**src/hdl/bbf_pkg.sv**
```systemverilog
package bbf_pkg;

    localparam int DEPTH     = 4096;
    localparam int MAX_BYTES = 8;
    localparam int AW        = $clog2(DEPTH);
    localparam int POS_W     = 13;
    localparam int CNT_W     = 4;
    localparam int IDX_W     = 3;
    localparam int DATA_W    = 64;

    localparam logic       KIND_WRITE    = 1'b0;
    localparam logic       KIND_READ     = 1'b1;
    localparam logic [POS_W-1:0] CAP_RESET = POS_W'(4096);

    typedef logic [POS_W-1:0] pos_t;
    typedef logic [CNT_W-1:0] cnt_t;

    typedef struct packed {
        logic              kind;
        logic              probe_only;
        logic [CNT_W-1:0]  length;
        logic [DATA_W-1:0] write_data;
    } req_t;

    typedef struct packed {
        logic [CNT_W-1:0]  granted;
        logic [DATA_W-1:0] read_data;
    } rsp_t;

    // Byte counts and region pointer updates worked out before the byte loop.
    typedef struct packed {
        cnt_t cnt1;
        cnt_t cnt2;
        cnt_t granted;
        pos_t base1;
        pos_t rp_next;
        pos_t a_end_next;
        pos_t b_end_next;
    } plan_t;

    typedef enum logic [2:0] {
        ST_IDLE,
        ST_PLAN,
        ST_ACCESS,
        ST_DRAIN,
        ST_DONE
    } state_t;

    function automatic pos_t sat_sub(input pos_t a, input pos_t b);
        return (a > b) ? pos_t'(a - b) : '0;
    endfunction

endpackage

```
**src/hdl/bbf_plan.sv**
```systemverilog
module bbf_plan (
    input  bbf_pkg::req_t  req,
    input  bbf_pkg::pos_t  read_pos,
    input  bbf_pkg::pos_t  a_end,
    input  bbf_pkg::pos_t  b_end,
    input  bbf_pkg::pos_t  cap_eff,
    output bbf_pkg::plan_t plan
);
    import bbf_pkg::*;

    cnt_t len;
    pos_t room;
    cnt_t room_cnt;
    cnt_t rest;

    always_comb
    begin
        len      = (req.length > cnt_t'(MAX_BYTES)) ? cnt_t'(MAX_BYTES) : req.length;
        room     = '0;
        room_cnt = '0;
        rest     = '0;

        plan.cnt1       = '0;
        plan.cnt2       = '0;
        plan.base1      = '0;
        plan.rp_next    = read_pos;
        plan.a_end_next = a_end;
        plan.b_end_next = b_end;

        if (req.kind == KIND_WRITE)
        begin
            if (b_end != '0)
            begin
                // Region B grows up to the read position.
                room       = sat_sub(read_pos, b_end);
                plan.cnt1  = (pos_t'(len) < room) ? len : cnt_t'(room);
                plan.base1 = b_end;
                plan.b_end_next = b_end + pos_t'(plan.cnt1);
            end
            else
            begin
                room = sat_sub(cap_eff, a_end);
                if (room > pos_t'(len))
                begin
                    plan.cnt1       = len;
                    plan.base1      = a_end;
                    plan.a_end_next = a_end + pos_t'(len);
                end
                else
                begin
                    // Fill the tail of A, then wrap into a new region B.
                    room_cnt   = cnt_t'(room);
                    rest       = len - room_cnt;
                    plan.cnt1  = room_cnt;
                    plan.cnt2  = (pos_t'(rest) > read_pos) ? cnt_t'(read_pos) : rest;
                    plan.base1 = a_end;
                    plan.a_end_next = (a_end < cap_eff) ? cap_eff : a_end;
                    plan.b_end_next = pos_t'(plan.cnt2);
                end
            end
        end
        else
        begin
            room = sat_sub(a_end, read_pos);
            plan.base1 = read_pos;
            if (room > pos_t'(len))
            begin
                plan.cnt1    = len;
                plan.rp_next = read_pos + pos_t'(len);
            end
            else
            begin
                // A is drained: B becomes the new A.
                room_cnt        = cnt_t'(room);
                rest            = len - room_cnt;
                plan.cnt1       = room_cnt;
                plan.cnt2       = (pos_t'(rest) > b_end) ? cnt_t'(b_end) : rest;
                plan.rp_next    = pos_t'(plan.cnt2);
                plan.a_end_next = b_end;
                plan.b_end_next = '0;
            end
        end

        plan.granted = plan.cnt1 + plan.cnt2;
    end

endmodule

```
**config.mk**
```make
export PLATFORM = sky130hd
export DESIGN_NAME = bbf_plan
export DESIGN_NICKNAME = d
export VERILOG_FILES = /design/src/hdl/bbf_pkg.sv /design/src/hdl/bbf_plan.sv
export SDC_FILE = /design/constraint.sdc
export NUM_CORES = 1
export LEC_CHECK = 0
export BUFFER_PORTS_ARGS = -buffer_cell sky130_fd_sc_hd__buf_2
export CAP_MARGIN = 10
export CELL_PAD_IN_SITES_DETAIL_PLACEMENT = 1
export CELL_PAD_IN_SITES_GLOBAL_PLACEMENT = 2
export CORE_AREA = 2 2 150 137
export DETAILED_ROUTE_END_ITERATION = 8
export DIE_AREA = 0 0 152 139
export PLACE_DENSITY = 0.88
export RECOVER_POWER = 25
export SETUP_SLACK_MARGIN = 0.15
export SLEW_MARGIN = 20
export SYNTH_ARGS = -nofsm -noshare
export SYNTH_HDL_FRONTEND = slang
export SYNTH_SLANG_ARGS = --single-unit
```
**constraint.sdc**
```tcl
create_clock -name vclk -period 9.7
set_clock_uncertainty 0.05 [all_clocks]
set_input_delay 1.455 -clock vclk [all_inputs]
set_output_delay 1.455 -clock vclk [all_outputs]
set_load 0.005 [all_outputs]
```
=== Yosys cells after proc, flatten, opt, wreduce, memory -nomap -nowiden ===
Index checks and enable logic that the tools add are counted.
Widths: inputs -> output; s select.

* Register bits: 0
* Bits of input ports: 122
* Output and inout port bits: 64
* Word-level logic and storage cells: 45

* Add/subtract/negate cells: 9
* Order comparisons: 10
* Multiplexer cells: 25
* Reductions and logical operators: 1

{| class="wikitable"
|+ Operators by type and width
! kind !! count
|-
| $mux 13 || 12
|-
| $mux 26 || 2
|-
| $mux 4 || 10
|-
| $add 13x4->13 || 3
|-
| $gt 13x13->1 || 3
|-
| $sub 13x13->13 || 3
|-
| $gt 13x4->1 || 2
|-
| $gt 4x13->1 || 2
|-
| $lt 13x13->1 || 1
|-
| $lt 4x13->1 || 1
|-
| $reduce_bool 13->1 || 1
|-
| $mux 8 || 1
|-
| $sub 4x4->4 || 2
|-
| $add 4x4->4 || 1
|-
| $gt 4x4->1 const B || 1
|}

=== Depth between registers and ports, before layout ===
Gate-level depths: netlist (run 1).

* Depth after elaboration: 9
* Depth in mapped cells: 31
* Mapped depth without buffers: 31

=== Worst setup path after synthesis (run 1) ===
No wires, ideal clock.

* Path kind: input to output
* Start point: in b_end[6]
* End point: out plan[12] (netlist name)
* Arrival time: 6.711 ns
* Required time: 8.195 ns
* Path slack: 1.484 ns
* Stages on the path: 28
* Path buffers: 0
* Cells stage by stage: inv_1 > ha_1 > a211o_1 > o31ai_2 > o21a_1 > o21ai_0 > o31a_2 > nand3_1 > ha_1 > a21o_1 > a21o_1 > nor3_1 > a2111oi_0 > nand4_1 > or4_4 > nor3_4 > a32o_2 > ha_1 > inv_1 > fa_1 > nor2b_1 > o21ai_0 > nand2b_1 > and3_1 > and3_1 > and3_1 > nand3_1 > o31ai_1

{| class="wikitable"
|+ RTL lines
! what !! RTL line !! RTL
|-
| from (decl) || bbf_plan.sv:5 || <nowiki>input bbf_pkg::pos_t b_end,</nowiki>
|-
| to (decl) || bbf_plan.sv:7 || <nowiki>output bbf_pkg::plan_t plan</nowiki>
|}

==> out/results.ini, run 1 <==
[setup_path]
path_max_fanout = 6
worstSetupStartpointType = input pin
worst_path_max_delay_cell = or4_4
worst-setup-path-type = in2out
worstSetupEndpointType = output port
crit_path_max_incr_delay_ns = 0.58
critical_path_arrival_ns = 7.64
required_ns = 8.20

[floorplan]
core.rowCount = 49
die_height_microns = 139
floorplan.die_area_sq_mm = 0.0211
die_x_microns = 152
floorplan.initialDensity_pct = 26.4
core_area_sq_mm = 0.0197
ioPinCount = 186

[power]
power_report.internal_total_mw = 0.190
power.static_leakage_nw = 2.90
power.sequential.fraction_pct = 0
worst_supply_voltage_drop_on_vdd_mv = 0.0192
netSwitchingFraction_pct = 60.8
power_frac_clock_pct = 0
power_frac_comb_pct = 100.0
total_switching_power_mw = 0.295
report.power.total_mw = 0.485
power_density_mw_per_mm2 = 78.3

[cells_and_area]
area_occupied_by_multi_input_gates_sq_mm = 0.00480
design.seq.count = 0
num-nets-final = 1114
drive_gt1_share_pct = 18.2
filler_cell_count = 2528
finish.instance_area_sq_mm = 0.00619
seq_area_sq_um = 0
finalCoreUtilization_pct = 31.4
layout_stage_area_growth_over_the_synthesis_result_pct = 19.0
count_of_non_filler_cells_in_the_finished_layout = 1157
clkbuf_count = 0
antenna-diode-count = 0

[timing]
post-route-period-util_pct = 94.2
timing.final.crit_period_ns = 9.14
setup_tns_ns = 0
layout_setup_ws_ns = 0.558
unrepaired_setup_endpoints_after_global_routing = false
worstMarginPinSlew_ns = 1.08
timing_max_transition_violations_final = 0
final-setup-viol-count = 0
final-hold-violation-count = 0
whs_ns = 3.23
max-slew-margin-rel_pct = 27.6
max_freq_mhz = 109

[synthesis]
most_area_hungry_cell_type_in_the_yosys_netlist = ha_1
synth_top_family_by_area = compound AO/OA/AOI/OAI gates
yosys-mux-area-fraction_pct = 2.17
syn-instance-count = 785
synth-simple-area-share_pct = 27.8
synth.top_cell.area_share_pct = 19.0
yosys.area_share.adder_pct = 22.5
synth_fp_nets = 995
synthesis.area_sq_mm = 0.00520
yosys.cell_types.count = 75
yosys-top-cells-area = ha_1 19%, a21oi_1 6.3%, nor2_1 5.6%
synth.top_cells.by_count = 79 x ha_1, 78 x nor2_1, 77 x inv_1
yosysWarningCount = 0
synth_seq_area_share_pct = 0
synth-compound-area-share_pct = 32.9
yosys.area_share.xor_xnor_pct = 5.73
yosysMostFrequentCell = ha_1
syn_area_per_cell_sq_um = 6.62

[placement]
dp_slack_ns = 0.195
hpwl_microns = 19300
placed_cells = 1151
io_buffer_count = 121
routability_congestion_estimate = 0.972
postPlaceCellArea_sq_mm = 0.00609

[status]
run_status = finished, final reports clean

[route]
dr.first_iter.drc_count = 281
via_count = 6446
totalWireLength_microns = 22700
drt_pass_1_iters = 5
drc = 0
antenna_left = 0
avgViaCountPerCell = 5.57
detail_route.wl_per_cell_microns = 19.7

[run]
timing.max_cap.violations = 0

[clock_tree]
cts-hold-fix-buffers = 0

[global_routing]
antenna_found_initial = 0
grt_pass1_wl_microns = 35500
globalRoute.totalOverflow = 0
grt_resource_usage_total_pct = 20.4
maximum_number_of_pins_on_one_net_before_global_route_repair = 56
grt_pass1_vias = 6471

[worst_hold_path]
holdCritPathClass = in2out

[power by group through the flow]
stage / combinational (mW) / clock, mW / sequential (mW)
final: 0.485 / 0 / 0
after global routing: 0.537 / 0 / 0
after CTS: 0.474 / 0 / 0
after detailed placement: 0.472 / 0 / 0
after global placement: 0.462 / 0 / 0
after floorplan: 0.312 / 0 / 0
[layout by cell type, fill, tap and decap left out, types with 6 or more instances in the layout]
| cell type | n |
|---|---|
| a211oi_1 | 20 |
| a21o_1 | 13 |
| a21oi_1 | 64 |
| a221oi_1 | 7 |
| a22oi_1 | 8 |
| and3_1 | 10 |
| buf_2 | 108 |
| buf_4 | 24 |
| clkbuf_1 | 13 |
| fa_1 | 9 |
| ha_1 | 76 |
| inv_1 | 77 |
| mux2i_1 | 9 |
| nand2_1 | 64 |
| nand2b_1 | 21 |
| nand3_1 | 25 |
| nand4_1 | 13 |
| nor2_1 | 78 |
| nor2b_1 | 17 |
| nor3_1 | 21 |
| nor4_1 | 8 |
| o211ai_1 | 9 |
| o21ai_0 | 46 |
| o21ai_1 | 15 |
| o31ai_1 | 6 |
| xnor2_1 | 21 |
| xor2_1 | 13 |
[metal layers]
metal	vias to the layer above	track usage [%]	routed length (microns)
met2	185	35.3	10700
li1	3118	-	-
met3	16	2.84	1230
met1	3127	27.7	10600
met4	0	2.61	240
met5	-	0	0
[worst paths after layout]
path | to | startpoint | cells past startpoint
hold / removal | plan[6] | b_end[6] | 5
setup / recovery | plan[12] | read_pos[0] | 34
[timing repair]
item	CTS	global route
resized for setup	0	16
setup buffers	0	6
endpoints found under the setup margin	0	5
[kinds of logic after synthesis]
family	Yosys count
adders and majority gates	88
and+or+nand+nor	289
xor gates and xnor gates	34
AOI/OAI and AO/OA	257
muxes	11
buffers and inverters	106
[final cells by class]
| type | count | area share (%) |
|---|---|---|
| tap | 255 | 5.16 |
| timing repair buffer | 146 | 12.6 |
| inverter | 77 | 4.67 |
| multi-input combinational | 679 | 77.6 |
[critical path, delay by kind of cell]
family          cells  cell delay [ns]
compound gates     14             2.46
buf+inv             5             0.62
fa+ha+maj           4             0.93
simple gates       11             2.17
Power figures use the tool's default switching activity.
==> inputs of run 2 (changes only) <==
Settings changed: PLACE_DENSITY 0.88 to 0.8.
==> run 2 against run 1 <==
Effect of this change: maximum frequency up 0.20%; total power hardly changed; die area did not move; non-clock buffer count increased by 1; largest power group unchanged.
==> out/results.ini, run 2 (same netlist as run 1, synthesis figures left out) <==
[run]
timing.max_cap.violations = 0  ; unchanged

[worst_hold_path]
holdCritPathClass = in2out  ; unchanged

[timing]
worstMarginPinSlew_ns = 1.10  ; was 1.08 ns
max-slew-margin-rel_pct = 26.1  ; was 27.6%
final-hold-violation-count = 0  ; unchanged
whs_ns = 3.21  ; was 3.23 ns
timing_max_transition_violations_final = 0  ; unchanged
timing.final.crit_period_ns = 9.12  ; was 9.14 ns
max_freq_mhz = 110  ; was 109 MHz
final-setup-viol-count = 0  ; unchanged
setup_tns_ns = 0  ; unchanged
post-route-period-util_pct = 94.1  ; was 94.2%
unrepaired_setup_endpoints_after_global_routing = false  ; unchanged
layout_setup_ws_ns = 0.576  ; was 0.558 ns

[cells_and_area]
num-nets-final = 1115  ; was 1114
finalCoreUtilization_pct = 31.5  ; was 31.4%
leading_cell_type_in_the_layout_fill_and_taps_excluded = buf_2  ; unchanged
antenna-diode-count = 0  ; unchanged
finish.instance_area_sq_mm = 0.00619  ; about the same
clkbuf_count = 0  ; unchanged
seq_area_sq_um = 0  ; unchanged
layout.cells.most_common_list = 107 x buf_2, 78 x nor2_1, 78 x ha_1  ; was 108 x buf_2, 78 x nor2_1, 77 x inv_1
drive_gt1_share_pct = 18.8  ; was 18.2%
design.seq.count = 0  ; unchanged
layout_stage_area_growth_over_the_synthesis_result_pct = 19.1  ; was 19.0%

[setup_path]
required_ns = 8.20  ; about the same
path_max_fanout = 7  ; was 6
critical_path_arrival_ns = 7.62  ; was 7.64 ns
worst_path_max_delay_cell = or4_4  ; unchanged
crit_path_max_incr_delay_ns = 0.56  ; was 0.58 ns
most_numerous_cell_on_the_critical_path = ha_1
worstSetupEndpointType = output port  ; unchanged
worst-setup-path-type = in2out  ; unchanged
worstSetupStartpointType = input pin  ; unchanged

[power]
power_density_mw_per_mm2 = 78.3  ; about the same
power.static_leakage_nw = 2.91  ; was 2.90 nW
total_switching_power_mw = 0.293  ; was 0.295 mW
power_report.internal_total_mw = 0.191  ; was 0.190 mW
power.sequential.fraction_pct = 0  ; about the same
power_frac_clock_pct = 0  ; about the same
power_frac_comb_pct = 100.0  ; about the same
netSwitchingFraction_pct = 60.5  ; was 60.8%
worst_supply_voltage_drop_on_vdd_mv = 0.0183  ; was 0.0192 mV

[floorplan]
floorplan.initialDensity_pct = 26.4  ; unchanged
ioPinCount = 186  ; unchanged
die_x_microns = 152  ; unchanged
floorplan.die_area_sq_mm = 0.0211  ; unchanged
die_height_microns = 139  ; unchanged
core_area_sq_mm = 0.0197  ; unchanged
core.rowCount = 49  ; unchanged

[route]
drc = 0  ; unchanged
antenna_left = 0  ; unchanged
via_count = 6465  ; was 6446
totalWireLength_microns = 23400  ; was 22700 microns
detail_route.wl_per_cell_microns = 20.2  ; was 19.7 microns
avgViaCountPerCell = 5.58  ; was 5.57
drt_pass_1_iters = 5  ; unchanged
dr.first_iter.drc_count = 358  ; was 281

[status]
run_status = finished, final reports clean  ; unchanged

[placement]
hpwl_microns = 19500  ; was 19300 microns
io_buffer_count = 121  ; unchanged
routability_congestion_estimate = 0.883  ; was 0.972
postPlaceCellArea_sq_mm = 0.00612  ; was 0.00609 sq mm
dp_slack_ns = 0.222  ; was 0.195 ns

[global_routing]
grt_pass1_vias = 6509  ; was 6471
grt_resource_usage_total_pct = 20.9  ; was 20.4%
maximum_number_of_pins_on_one_net_before_global_route_repair = 56  ; unchanged
globalRoute.totalOverflow = 0  ; unchanged
grt_pass1_wl_microns = 36200  ; was 35500 microns
antenna_found_initial = 0  ; unchanged

[clock_tree]
cts-hold-fix-buffers = 0  ; unchanged

run 2: final cells by class:
type,instances,area (sq um)
inverter,77,289
fill,2549,13500
timing repair buffer,147,787
multi-input combinational,679,4800
tap,255,319
run 2: critical path: cells and delay by family:
kind	cells	cell delay [ns]
AOI/OAI and AO/OA	13	2.46
adders and majority gates	4	0.98
buffers and inverters	4	0.44
and+or+nand+nor	10	2.25
run 2: worst paths after layout:
path	slack, ns	startpoint	to	cells after the start
max	0.58	b_end[4]	plan[12]	31
min	3.21	b_end[12]	plan[12]	3
run 2: through the flow:
step	instances	power, mW
after CTS	1155	0.476
final	1158	0.484
after global routing	1158	0.537
after floorplan	785	0.312
after detailed placement	1155	0.475
after global placement	1155	0.467
run 2: metal layers:
layer	vias up	part of all wire, %	track usage [%]
met3	23	4.7	1.41
li1	3117	-	-
met1	3151	46	28.2
met4	0	1.5	3.30
met5	-	0	0
met2	174	48	37.2
run 2: power groups by stage:
stage	clock [mW]	combinational, mW	sequential [mW]
finish	0	0.484	0
global route	0	0.537	0
CTS	0	0.476	0
detailed placement	0	0.475	0
global placement	0	0.467	0
floorplan	0	0.312	0
run 2: timing repair:
action                                  4_1_cts  5_1_grt
gates resized for setup                       0       18
endpoints found under the hold margin         0        0
endpoints found under the setup margin        0        7
setup buffers                                 0        3
